**config.mk**
```make
export PLATFORM = sky130hd
export DESIGN_NAME = ip_l4_header_parser
export DESIGN_NICKNAME = d
export VERILOG_FILES = /design/src/hdl/l4hp_pkg.sv /design/src/hdl/l4hp_capture.sv /design/src/hdl/l4hp_judge.sv /design/src/hdl/ip_l4_header_parser.sv
export SDC_FILE = /design/constraint.sdc
export NUM_CORES = 1
export LEC_CHECK = 0
export ABC_AREA = 1
export BUFFER_PORTS_ARGS = -buffer_cell sky130_fd_sc_hd__clkbuf_2
export CAP_MARGIN = 20
export CORE_MARGIN = 5
export CORE_UTILIZATION = 32
export CTS_BUF_LIST = sky130_fd_sc_hd__clkbuf_2
export DETAILED_ROUTE_END_ITERATION = 6
export SETUP_SLACK_MARGIN = 0.3
export SLEW_MARGIN = 10
export SYNTH_ARGS = -nofsm -noshare
export SYNTH_HDL_FRONTEND = slang
export SYNTH_SLANG_ARGS = --single-unit
```
**constraint.sdc**
```tcl
create_clock -name aclk -period 14.3 [get_ports aclk]
set_input_delay 2.145 -clock aclk [delete_from_list [all_inputs] [get_ports aclk]]
set_output_delay 2.145 -clock aclk [all_outputs]
set_load 0.005 [all_outputs]
```
**src/hdl/l4hp_pkg.sv**
```systemverilog
// Types and constants shared by the L4 header parser modules.
package l4hp_pkg;

    localparam int COUNT_W  = 17;
    localparam int OFFSET_W = 7;
    localparam int LENGTH_W = 16;

    localparam logic [3:0] VERSION_IPV4 = 4'd4;
    localparam logic [3:0] VERSION_IPV6 = 4'd6;

    localparam logic [7:0] PROTO_TCP = 8'd6;
    localparam logic [7:0] PROTO_UDP = 8'd17;

    localparam logic [COUNT_W-1:0] MIN_IPV4_LEN = COUNT_W'(20);
    localparam logic [COUNT_W-1:0] MIN_IPV6_LEN = COUNT_W'(40);
    localparam logic [5:0]         IPV6_HDR_LEN = 6'd40;
    localparam logic [5:0]         UDP_HDR_LEN  = 6'd8;
    localparam logic [LENGTH_W-1:0] MIN_TCP_LEN = LENGTH_W'(20);

    // Byte positions of captured header fields.
    localparam logic [COUNT_W-1:0] POS_V4_LEN_HI  = COUNT_W'(2);
    localparam logic [COUNT_W-1:0] POS_V4_LEN_LO  = COUNT_W'(3);
    localparam logic [COUNT_W-1:0] POS_V4_FRAG_HI = COUNT_W'(6);
    localparam logic [COUNT_W-1:0] POS_V4_FRAG_LO = COUNT_W'(7);
    localparam logic [COUNT_W-1:0] POS_V4_PROTO   = COUNT_W'(9);
    localparam logic [6:0]         TCP_OFFSET_POS = 7'd12;
    localparam logic [COUNT_W-1:0] POS_V6_LEN_HI  = COUNT_W'(4);
    localparam logic [COUNT_W-1:0] POS_V6_LEN_LO  = COUNT_W'(5);
    localparam logic [COUNT_W-1:0] POS_V6_PROTO   = COUNT_W'(6);
    localparam logic [COUNT_W-1:0] POS_V6_TCP_OFF = COUNT_W'(52);

    typedef enum logic [3:0] {
        REASON_OK        = 4'd0,
        REASON_FRAGMENT  = 4'd1,
        REASON_SHORT     = 4'd2,
        REASON_HDR_LONG  = 4'd3,
        REASON_UNDERFLOW = 4'd4,
        REASON_TRUNCATED = 4'd5,
        REASON_TCP_SMALL = 4'd6,
        REASON_TCP_OFF   = 4'd7,
        REASON_UDP_SMALL = 4'd8,
        REASON_VERSION   = 4'd9
    } reason_t;

    typedef enum logic [1:0] {
        IP_UNKNOWN = 2'd0,
        IP_V4      = 2'd1,
        IP_V6      = 2'd2
    } ip_kind_t;

    typedef enum logic [1:0] {
        L4_NONE = 2'd0,
        L4_TCP  = 2'd1,
        L4_UDP  = 2'd2
    } l4_kind_t;

    // Header fields seen so far plus the byte count.
    typedef struct packed {
        logic [COUNT_W-1:0]  byte_count;
        logic [3:0]          version_nibble;
        logic [3:0]          header_words;
        logic [LENGTH_W-1:0] ip_length_field;
        logic [7:0]          next_protocol;
        logic [12:0]         fragment_offset;
        logic [3:0]          tcp_offset_words;
    } hdr_state_t;

    typedef struct packed {
        logic                accept;
        reason_t             reason;
        ip_kind_t            ip_kind;
        l4_kind_t            l4_kind;
        logic [OFFSET_W-1:0] payload_offset;
        logic [LENGTH_W-1:0] payload_length;
    } verdict_t;

endpackage

```
**src/hdl/l4hp_capture.sv**
```systemverilog
// Byte counter and header field capture registers.
module l4hp_capture #(
    parameter int MAX_COUNT = 131071
) (
    input  logic                  aclk,
    input  logic                  aresetn,
    input  logic                  byte_valid,
    input  logic [7:0]            data_byte,
    input  logic                  last,
    output l4hp_pkg::hdr_state_t  state_next
);

    l4hp_pkg::hdr_state_t state_reg;
    logic [l4hp_pkg::COUNT_W-1:0] pos;
    logic [6:0]                   tcp_pos;

    assign pos     = state_reg.byte_count;
    assign tcp_pos = {1'b0, state_reg.header_words, 2'b00} + l4hp_pkg::TCP_OFFSET_POS;

    always_comb begin
        state_next = state_reg;
        if (pos < l4hp_pkg::COUNT_W'(MAX_COUNT)) begin
            state_next.byte_count = pos + 1'b1;
        end
        if (pos == '0) begin
            state_next.version_nibble = data_byte[7:4];
            state_next.header_words   = data_byte[3:0];
        end else if (state_reg.version_nibble == l4hp_pkg::VERSION_IPV4) begin
            if (pos == l4hp_pkg::POS_V4_LEN_HI) state_next.ip_length_field[15:8] = data_byte;
            if (pos == l4hp_pkg::POS_V4_LEN_LO) state_next.ip_length_field[7:0] = data_byte;
            if (pos == l4hp_pkg::POS_V4_FRAG_HI) state_next.fragment_offset[12:8] = data_byte[4:0];
            if (pos == l4hp_pkg::POS_V4_FRAG_LO) state_next.fragment_offset[7:0] = data_byte;
            if (pos == l4hp_pkg::POS_V4_PROTO) state_next.next_protocol = data_byte;
            if (pos == {{(l4hp_pkg::COUNT_W-7){1'b0}}, tcp_pos}) begin
                state_next.tcp_offset_words = data_byte[7:4];
            end
        end else if (state_reg.version_nibble == l4hp_pkg::VERSION_IPV6) begin
            if (pos == l4hp_pkg::POS_V6_LEN_HI) state_next.ip_length_field[15:8] = data_byte;
            if (pos == l4hp_pkg::POS_V6_LEN_LO) state_next.ip_length_field[7:0] = data_byte;
            if (pos == l4hp_pkg::POS_V6_PROTO) state_next.next_protocol = data_byte;
            if (pos == l4hp_pkg::POS_V6_TCP_OFF) state_next.tcp_offset_words = data_byte[7:4];
        end
    end

    always_ff @(posedge aclk) begin
        if (!aresetn) begin
            state_reg <= '0;
        end else if (byte_valid) begin
            // Clear after the last byte so the next packet starts fresh.
            if (last) begin
                state_reg <= '0;
            end else begin
                state_reg <= state_next;
            end
        end
    end

endmodule

```
**src/hdl/l4hp_judge.sv**
```systemverilog
// Verdict logic: checks captured header fields against the packet length.
module l4hp_judge (
    input  l4hp_pkg::hdr_state_t hdr,
    output l4hp_pkg::verdict_t   verdict
);

    logic [l4hp_pkg::COUNT_W-1:0]  len;
    logic [5:0]                    hdr_len;
    logic [5:0]                    l4_len;
    logic [l4hp_pkg::COUNT_W-1:0]  total;
    logic [l4hp_pkg::LENGTH_W-1:0] rem;
    logic [l4hp_pkg::LENGTH_W-1:0] pay;
    logic                          ip_ok;
    logic                          l4_ok;

    assign len = hdr.byte_count;

    always_comb begin
        verdict = '0;
        hdr_len = {hdr.header_words, 2'b00};
        l4_len  = {hdr.tcp_offset_words, 2'b00};
        total   = {1'b0, hdr.ip_length_field};
        rem     = '0;
        pay     = '0;
        ip_ok   = 1'b0;
        l4_ok   = 1'b0;

        if (hdr.version_nibble == l4hp_pkg::VERSION_IPV4) begin
            verdict.ip_kind = l4hp_pkg::IP_V4;
        end else if (hdr.version_nibble == l4hp_pkg::VERSION_IPV6) begin
            verdict.ip_kind = l4hp_pkg::IP_V6;
            hdr_len         = l4hp_pkg::IPV6_HDR_LEN;
            total           = {1'b0, hdr.ip_length_field} + l4hp_pkg::COUNT_W'(40);
        end else begin
            verdict.ip_kind = l4hp_pkg::IP_UNKNOWN;
        end

        if (len < l4hp_pkg::MIN_IPV4_LEN) begin
            verdict.reason = l4hp_pkg::REASON_SHORT;
        end else if (hdr.version_nibble == l4hp_pkg::VERSION_IPV4) begin
            if (len < l4hp_pkg::COUNT_W'(hdr_len)) begin
                verdict.reason = l4hp_pkg::REASON_HDR_LONG;
            end else if (hdr.ip_length_field < l4hp_pkg::LENGTH_W'(hdr_len)) begin
                verdict.reason = l4hp_pkg::REASON_UNDERFLOW;
            end else if (len < total) begin
                verdict.reason = l4hp_pkg::REASON_TRUNCATED;
            end else if (hdr.fragment_offset != '0) begin
                verdict.accept = 1'b1;
                verdict.reason = l4hp_pkg::REASON_FRAGMENT;
            end else begin
                ip_ok = 1'b1;
                rem   = hdr.ip_length_field - l4hp_pkg::LENGTH_W'(hdr_len);
            end
        end else if (hdr.version_nibble == l4hp_pkg::VERSION_IPV6) begin
            if (len < l4hp_pkg::MIN_IPV6_LEN) begin
                verdict.reason = l4hp_pkg::REASON_SHORT;
            end else if (len < total) begin
                verdict.reason = l4hp_pkg::REASON_TRUNCATED;
            end else begin
                ip_ok = 1'b1;
                rem   = hdr.ip_length_field;
            end
        end else begin
            verdict.reason = l4hp_pkg::REASON_VERSION;
        end

        if (ip_ok) begin
            if (hdr.next_protocol == l4hp_pkg::PROTO_TCP) begin
                verdict.l4_kind = l4hp_pkg::L4_TCP;
                if (rem < l4hp_pkg::MIN_TCP_LEN) begin
                    verdict.reason = l4hp_pkg::REASON_TCP_SMALL;
                end else if (rem < l4hp_pkg::LENGTH_W'(l4_len)) begin
                    verdict.reason = l4hp_pkg::REASON_TCP_OFF;
                end else begin
                    l4_ok = 1'b1;
                end
            end else if (hdr.next_protocol == l4hp_pkg::PROTO_UDP) begin
                verdict.l4_kind = l4hp_pkg::L4_UDP;
                l4_len          = l4hp_pkg::UDP_HDR_LEN;
                if (rem < l4hp_pkg::LENGTH_W'(l4hp_pkg::UDP_HDR_LEN)) begin
                    verdict.reason = l4hp_pkg::REASON_UDP_SMALL;
                end else begin
                    l4_ok = 1'b1;
                end
            end else begin
                // Other protocols pass with no payload span.
                verdict.accept = 1'b1;
            end
        end

        if (l4_ok) begin
            verdict.accept = 1'b1;
            pay = rem - l4hp_pkg::LENGTH_W'(l4_len);
            if (pay != '0) begin
                verdict.payload_offset = l4hp_pkg::OFFSET_W'(hdr_len) +
                                         l4hp_pkg::OFFSET_W'(l4_len);
                verdict.payload_length = pay;
            end
        end
    end

endmodule

```
**src/hdl/ip_l4_header_parser.sv**
```systemverilog
// Top level of the IPv4/IPv6 TCP/UDP header parser.
//
//  channel | direction | ports                                   | one item is
//  s_      | in        | s_valid s_ready s_data_byte s_last      | one packet byte
//  m_      | out       | m_valid m_ready m_accept m_reason ...   | one packet verdict
//
// One byte per cycle unless a stalled verdict holds back a last byte. Field
// capture and the verdict are computed in the cycle a byte is taken; the verdict
// lands in the result register in the cycle after the last byte. Reset is
// synchronous and clears the counter, fields and the result valid. A stalled
// verdict blocks only the next last byte; other bytes keep flowing.
module ip_l4_header_parser #(
    parameter int MAX_COUNT = 131071
) (
    input  logic                            aclk,
    input  logic                            aresetn,
    input  logic                            s_valid,
    output logic                            s_ready,
    input  logic [7:0]                      s_data_byte,
    input  logic                            s_last,
    output logic                            m_valid,
    input  logic                            m_ready,
    output logic                            m_accept,
    output logic [3:0]                      m_reason,
    output logic [1:0]                      m_ip_kind,
    output logic [1:0]                      m_l4_kind,
    output logic [l4hp_pkg::OFFSET_W-1:0]   m_payload_offset,
    output logic [l4hp_pkg::LENGTH_W-1:0]   m_payload_length
);

    l4hp_pkg::hdr_state_t state_next;
    l4hp_pkg::verdict_t   verdict;
    l4hp_pkg::verdict_t   result_reg;
    logic                 m_valid_reg;
    logic                 s_take;

    assign s_ready = m_ready || !m_valid_reg || !s_last;
    assign s_take  = s_valid && s_ready;

    l4hp_capture #(
        .MAX_COUNT (MAX_COUNT)
    ) u_capture (
        .aclk       (aclk),
        .aresetn    (aresetn),
        .byte_valid (s_take),
        .data_byte  (s_data_byte),
        .last       (s_last),
        .state_next (state_next)
    );

    l4hp_judge u_judge (
        .hdr     (state_next),
        .verdict (verdict)
    );

    always_ff @(posedge aclk) begin
        if (!aresetn) begin
            m_valid_reg <= 1'b0;
        end else if (s_take && s_last) begin
            m_valid_reg <= 1'b1;
        end else if (m_ready) begin
            m_valid_reg <= 1'b0;
        end
    end

    // Load the verdict on the last byte; hold it while stalled.
    always_ff @(posedge aclk) begin
        if (s_take && s_last) begin
            result_reg <= verdict;
        end
    end

    assign m_valid          = m_valid_reg;
    assign m_accept         = result_reg.accept;
    assign m_reason         = result_reg.reason;
    assign m_ip_kind        = result_reg.ip_kind;
    assign m_l4_kind        = result_reg.l4_kind;
    assign m_payload_offset = result_reg.payload_offset;
    assign m_payload_length = result_reg.payload_length;

endmodule
```
Yosys cells after proc, flatten, opt, wreduce, memory -nomap -nowiden
Index checks and enable logic that the tools add are counted.
- bits in registers: 99
- input bits: 13
- output and inout port bits: 34
- logic and storage cells: 135
- $add $sub $neg: 6
- order comparisons: 9
- equal/unequal tests: 15
- mux-type cells: 77
- bitwise operators: 1
- reductions and logical operators: 12
- operators by type and width (cell ; count):
    16-bit 2-to-1 mux ; 9
    17-bit by 3-bit == test with 1-bit output, second input constant ; 4
    66-bit 2-to-1 mux ; 1
    4-bit 2-to-1 mux ; 16
    8-bit 2-to-1 mux ; 8
    17-bit 2-to-1 mux ; 3
    24-bit 2-to-1 mux ; 2
    41-bit 2-to-1 mux ; 1
    17-bit by 2-bit == test with 1-bit output, second input constant ; 2
    16-bit by 6-bit less-than comparator with 1-bit output ; 2
    16-bit by 6-bit subtractor with 16-bit output ; 2
    6-bit 2-to-1 mux ; 5
    1-bit 2-to-1 mux ; 25
    16-bit by 6-bit adder with 17-bit output, second input constant ; 1
    17-bit by 1-bit adder with 17-bit output, second input constant ; 1
    17-bit by 4-bit == test with 1-bit output, second input constant ; 1
    17-bit by 6-bit == test with 1-bit output, second input constant ; 1
    17-bit by 7-bit == test with 1-bit output ; 1
    17-bit zero test ; 1
    17-bit less-than comparator ; 1
    17-bit less-than comparator, second input constant ; 1
    17-bit by 5-bit less-than comparator with 1-bit output, second input constant ; 1
    17-bit by 6-bit less-than comparator with 1-bit output ; 1
    17-bit by 6-bit less-than comparator with 1-bit output, second input constant ; 1
    other kinds (20) ; 29

Longest topological paths before layout
- depth after elaboration: 20
- gate-level depth with buffers: 51
- depth with buffers taken out: 50

By module
Synthesis repeated with hierarchy kept, for this count alone.
- cells, all modules: 1323
- area total of the unflattened synthesis: 8589.5 sq um
- modules (own cells, without submodules) (module ; instances ; cells each ; area each (sq um) ; seq. area each (sq um)):
    l4hp_capture ; 1 ; 697 ; 4356.7 ; 1321.3
    l4hp_judge ; 1 ; 581 ; 3203.1 ; 0.0
    ip_l4_header_parser ; 1 ; 45 ; 1029.7 ; 980.9

Worst setup path before layout
Ideal clock, no wire load.
- kind: input port to flip-flop
- from: input port s_data_byte[6]
- to: register result_reg, in the netlist m_payload_length[10] (data pin)
- library setup time: 0.256 ns
- arrival time: 7.098 ns
- setup slack: 6.946 ns
- cell stages on the path: 36
- cell sequence: inv_1 nand3_1 nand2_1 nor2_2 nand2_4 buf_6 a21oi_1 nand2_1 nor3_1 nand4_1 xor2_1 ha_1 nand2_1 nor2_1 nand2_1 nor4_1 a21oi_1 nor2_1 nand3_2 nand2_4 nand2_4 nor2_1 nor2_1 fa_1 a21o_1 a21oi_1 nand3_2 nor2_4 nand3_1 nand2_1 nand2_1 nor2_1 nand3_2 nand2_4 buf_8 nor2_1
- word-level cells in the longest chain between the ends: 19
- RTL lines (what ; RTL line ; source):
    from (decl) ; ip_l4_header_parser.sv:19 ; input logic [7:0] s_data_byte,
    8-bit 2-to-1 mux, on equally long branches ; l4hp_capture.sv:39, l4hp_capture.sv:38 ;
    24-bit 2-to-1 mux ; l4hp_capture.sv:37 ; end else if (state_reg.version_nibble == l4hp_pkg::VERSION_IPV6) begin
    24-bit 2-to-1 mux ; l4hp_capture.sv:28 ; end else if (state_reg.version_nibble == l4hp_pkg::VERSION_IPV4) begin
    41-bit 2-to-1 mux ; l4hp_capture.sv:25 ; if (pos == '0) begin
    16-bit by 6-bit adder with 17-bit output ; l4hp_judge.sv:33 ; total = {1'b0, hdr.ip_length_field} + l4hp_pkg::COUNT_W'(40);
    17-bit 2-to-1 mux ; l4hp_judge.sv:30 ; end else if (hdr.version_nibble == l4hp_pkg::VERSION_IPV6) begin
    17-bit 2-to-1 mux ; l4hp_judge.sv:28 ; if (hdr.version_nibble == l4hp_pkg::VERSION_IPV4) begin
    17-bit less-than comparator ; l4hp_judge.sv:45, l4hp_judge.sv:57 ;
    (+3 left out) ; -- ;
    16-bit 2-to-1 mux ; l4hp_judge.sv:40 ; end else if (hdr.version_nibble == l4hp_pkg::VERSION_IPV4) begin
    16-bit 2-to-1 mux ; l4hp_judge.sv:38 ; if (len < l4hp_pkg::MIN_IPV4_LEN) begin
    16-bit by 4-bit less-than comparator with 1-bit output or 16-bit by 6-bit less-than comparator with 1-bit output (tied branches) ; l4hp_judge.sv:80, l4hp_judge.sv:72 ;
    1-bit 2-to-1 mux, on equally long branches ; l4hp_judge.sv:80, l4hp_judge.sv:72 ;
    1-bit 2-to-1 mux, on equally long branches ; l4hp_judge.sv:77, l4hp_judge.sv:70 ;
    1-bit 2-to-1 mux ; l4hp_judge.sv:68 ; if (hdr.next_protocol == l4hp_pkg::PROTO_TCP) begin
    1-bit 2-to-1 mux ; l4hp_judge.sv:67 ; if (ip_ok) begin
    2-bit AND reduction (no line) ; -- ;
    to (signal assigned) ; ip_l4_header_parser.sv:69 ; result_reg <= verdict;
    to (decl) ; ip_l4_header_parser.sv:33 ; l4hp_pkg::verdict_t result_reg;
Several ways; a longest one is shown, not always the timed one.
A chain may end at the register's enable or synchronous reset.

Final worst setup path
- from: input port s_data_byte[4]
- to: register result_reg, in the netlist m_payload_length[3] (data pin)
Same word-level chain as after synthesis.

==> results by group <==
GRT
  – Total congestion overflow after global routing: 0
  – Antenna violations before repair: 1
  – Global-route wire length before repair: 37,500 um
  – Number of global-route vias before repair: 7,319
  – Largest net degree at the start of global routing: 67
  – GR Util All Layers: 16.2%

Placement
  – Half-perimeter wire length after detailed placement: 17,300 um
  – Input/output buffers: 44
  – Global placer's final weighted congestion: 0.891
  – Placed insts: 1,532
  – Worst Setup Slack post-DPL: 5920 ps
  – Placed instance area: 8440 sq um

Critical path
  – Delay-heaviest family, CP: simple AND/OR/NAND/NOR gates
  – Endpoint of the worst register-to-register path: m_payload_length[3]
  – Endpoint type of the worst setup path: register
  – Worst path arrival time: 8210 ps
  – Critical-path maximum fanout: 19
  – Required time of the critical path: 14,780 ps
  – Endpoint of the most critical setup path: m_payload_length[3]
  – CP Launch Type: input pin
  – Class of the most critical setup path: input pin to register
  – RR Startpoint: u_capture.pos[0]
  – Worst r2r path cells: 39
  – Count of buffer and inverter cells on the critical path: 2
  – Worst Setup SP: s_data_byte[4]
  – Reg2Reg Setup Slack: 6720 ps
  – Library cell contributing the largest single delay on the critical path: sky130_fd_sc_hd__o21ai_0
  – Slowest Stage Delay on Critical Path: 530 ps
  – Number of cells on the critical path: 33

Timing
  – Final Cycle Share: 54.1%
  – Worst slew pin tran: 801 ps
  – Final critical delay including setup and external delays: 7740 ps
  – Setup repair after global routing missed its margin: false
  – Worst setup margin: 6560 ps
  – Number of hold-slack violations in the final timing report: 0
  – Final setup fails: 0
  – Max transition margin: 46.6%
  – Max Slew Vio Count: 0
  – Highest clock frequency the design can meet: 0.129 GHz
  – Skew final: 31.3 ps
  – Setup TNS: 0 ps

Final layout
  – Number of fill cells in the layout: 2,745
  – Final instance count without filler cells: 1,549
  – Share of post-route cells with drive strength above 1: 15.4%
  – Finished Cell Area: 8550 sq um
  – Final net count: 1,274
  – Flip-flop count of the largest register after layout: 49
  – Synth-to-layout area growth: 7.35%

Clocking
  – Sink Count: 97
  – H-Tree Depth: 3
  – Reg clk slew, reported paths: 310 ps
  – CTS max path bufs: 2
  – Clock insertion delay at the later pin of the skew report: 670 ps
  – TritonCTS clock tree: yes
  – Post-CTS resize count: 0
  – Count of hold buffers inserted by post-cts repair: 0
  – Buffer count from post-CTS setup fixing: 0
  – Root cell of the clock tree: sky130_fd_sc_hd__clkbuf_2
  – Inserted Clock Buffers: 9

Floorplanning
  – Die area: 28,100 sq um
  – Initial Util: 32.7%
  – Die height: 168 um
  – Chip width: 168 um
  – Num rows: 57
  – Boundary pin count: 47
  – Placeable core region: 24,400 sq um

Logic synthesis
  – Number of warnings printed during yosys synthesis: 0
  – Post-synth EDFFs: 30
  – Share of the yosys chip area belonging to registers: 28.1%
  – Netlist area before placement: 7970 sq um
  – Gate Count Post-Synth: 1,193
  – Fraction of synthesis flops using an asynchronous set or reset pin: 0%
  – Post-synthesis cell type count: 57
  – Area fraction of the dominant cell type after synthesis: 16.8%
  – Most used flip-flop cell after synthesis: sky130_fd_sc_hd__dfxtp_1
  – Post-synth top area cell: sky130_fd_sc_hd__dfxtp_1
  – Count of state elements after synthesis: 97
  – Synth area leaders: sky130_fd_sc_hd__dfxtp_1 (17%), sky130_fd_sc_hd__nand2_1 (17%), sky130_fd_sc_hd__edfxtp_1 (11%)
  – Average size of a mapped cell: 6.68 sq um

Routing
  – Final routed wirelength across all metal layers: 22,600 um
  – Routed length per placed instance: 14.6 um
  – Residual DRC: 0
  – DRC marker count from the first detailed-route iteration: 599
  – Remaining number of nets flagged by the antenna check after routing: 0
  – Via count normalized by instance count: 4.92
  – Number of search-and-repair iterations in the first detailed-routing pass: 7
  – DR vias: 7,626

Run
  – Max cap viols: 0

Power
  – Peak supply drop: 0.0425 mV
  – Pwr/cell area: 61.2 nW/um^2
  – Leakage power: 3.88 nW

Min path
  – Worst hold path startpoint: u_capture.state_reg[15]
  – Class of the most critical hold timing path: register to register

Run status
  – Outcome: complete, no violations
## metrics by stage
step	utilization, %	power [mW]	hold slack, ps
global placement	34.6	0.384	452
global route	35.1	0.551	498
detailed placement	34.6	0.385	456
floorplan	-	0.359	445
finish	35.1	0.523	483
CTS	35.0	0.529	484
## synthesized netlist by cell type (16+ instances only)
cell / n
sky130_fd_sc_hd__nor2_2: 20
sky130_fd_sc_hd__ha_1: 40
sky130_fd_sc_hd__nand2_2: 27
sky130_fd_sc_hd__nor2_1: 103
sky130_fd_sc_hd__nand2_1: 356
sky130_fd_sc_hd__a21oi_1: 84
sky130_fd_sc_hd__inv_1: 141
sky130_fd_sc_hd__edfxtp_1: 30
sky130_fd_sc_hd__inv_2: 17
sky130_fd_sc_hd__nand3_1: 71
sky130_fd_sc_hd__clkbuf_1: 22
sky130_fd_sc_hd__nand3_2: 16
sky130_fd_sc_hd__nand4_1: 26
sky130_fd_sc_hd__o21ai_0: 25
sky130_fd_sc_hd__dfxtp_1: 67
sky130_fd_sc_hd__xor2_1: 20
## power by group
part	leakage, nW	internal [mW]	switching (mW)
registers	0.809	0.289	0.00220
logic	3.00	0.0256	0.0629
clock network	0.0721	0.0280	0.115
total	3.88	0.343	0.180
## worst min-delay path, cell delays in order, from the launching register on
cell	delay [ps]
sky130_fd_sc_hd__dfxtp_1	380
sky130_fd_sc_hd__nand2_1	60
sky130_fd_sc_hd__a21oi_1	50
## worst min-delay path by stage
stage,end,cells past startpoint
detailed placement,u_capture.state_reg[23],2
floorplan,u_capture.state_reg[0],2
CTS,u_capture.state_reg[23],2
global placement,u_capture.state_reg[33],2
global route,u_capture.state_reg[32],2
finish,u_capture.state_reg[15],2
## cell type report
class	instances	area, sq um	share of cell area [%]
Antenna cell	1	2.50	0.0293
Tap cell	324	405	4.74
Clock buffer	9	45.0	0.527
Sequential cell	97	2240	26.2
Timing Repair Buffer	49	258	3.01
Clock inverter	7	63.8	0.746
Inverter	160	602	7.04
Multi-Input combinational cell	902	4930	57.7
## layer usage
layer  track usage, %  share of wire, %  up-vias
met5                0                 0        -
met1             22.1                47     3505
li1                 -                 -     3912
met2             27.0                46      176
met3             1.95               4.2       33
met4             5.22               2.1        0
## layout by cell type (no fill, tap or decap), drive strengths merged
cell type and instances:
a21o 1, mux2i 4, xor2 22, diode 1
edfxtp 30, nor4 7, a41oi 1, xnor2 8
nor2 135, nand3b 1, nand2 392, a21oi 86
clkinv 5, nand3 89, or4 1, fa 2
o31ai 5, ha 40, and3 1, nand4 27
inv 162, nor3 15, o21ai 37, buf 5
a22o 1, o21bai 2, o21a 1, o32ai 1
o211ai 1, clkbuf 53, o22ai 9, o2111ai 2
a32oi 1, a31oi 3, or2 4, conb 2
dfxtp 67, a211oi 1
## cells by family (layout without fill, tap and decap cells)
group	count (synthesis)	count (layout)	share of synthesized area, %
multiplexers	4	4	0.503
flip-flops	97	97	28.1
buffers and inverters	195	225	10.1
AND/OR/NAND/NOR	672	672	39.9
XOR/XNOR	30	30	3.49
adder cells (fa/ha/maj)	42	42	6.79
AO/OA/AOI/OAI	152	152	11.0
other	1	3	0.0471
(Power assumes the default switching activity.)
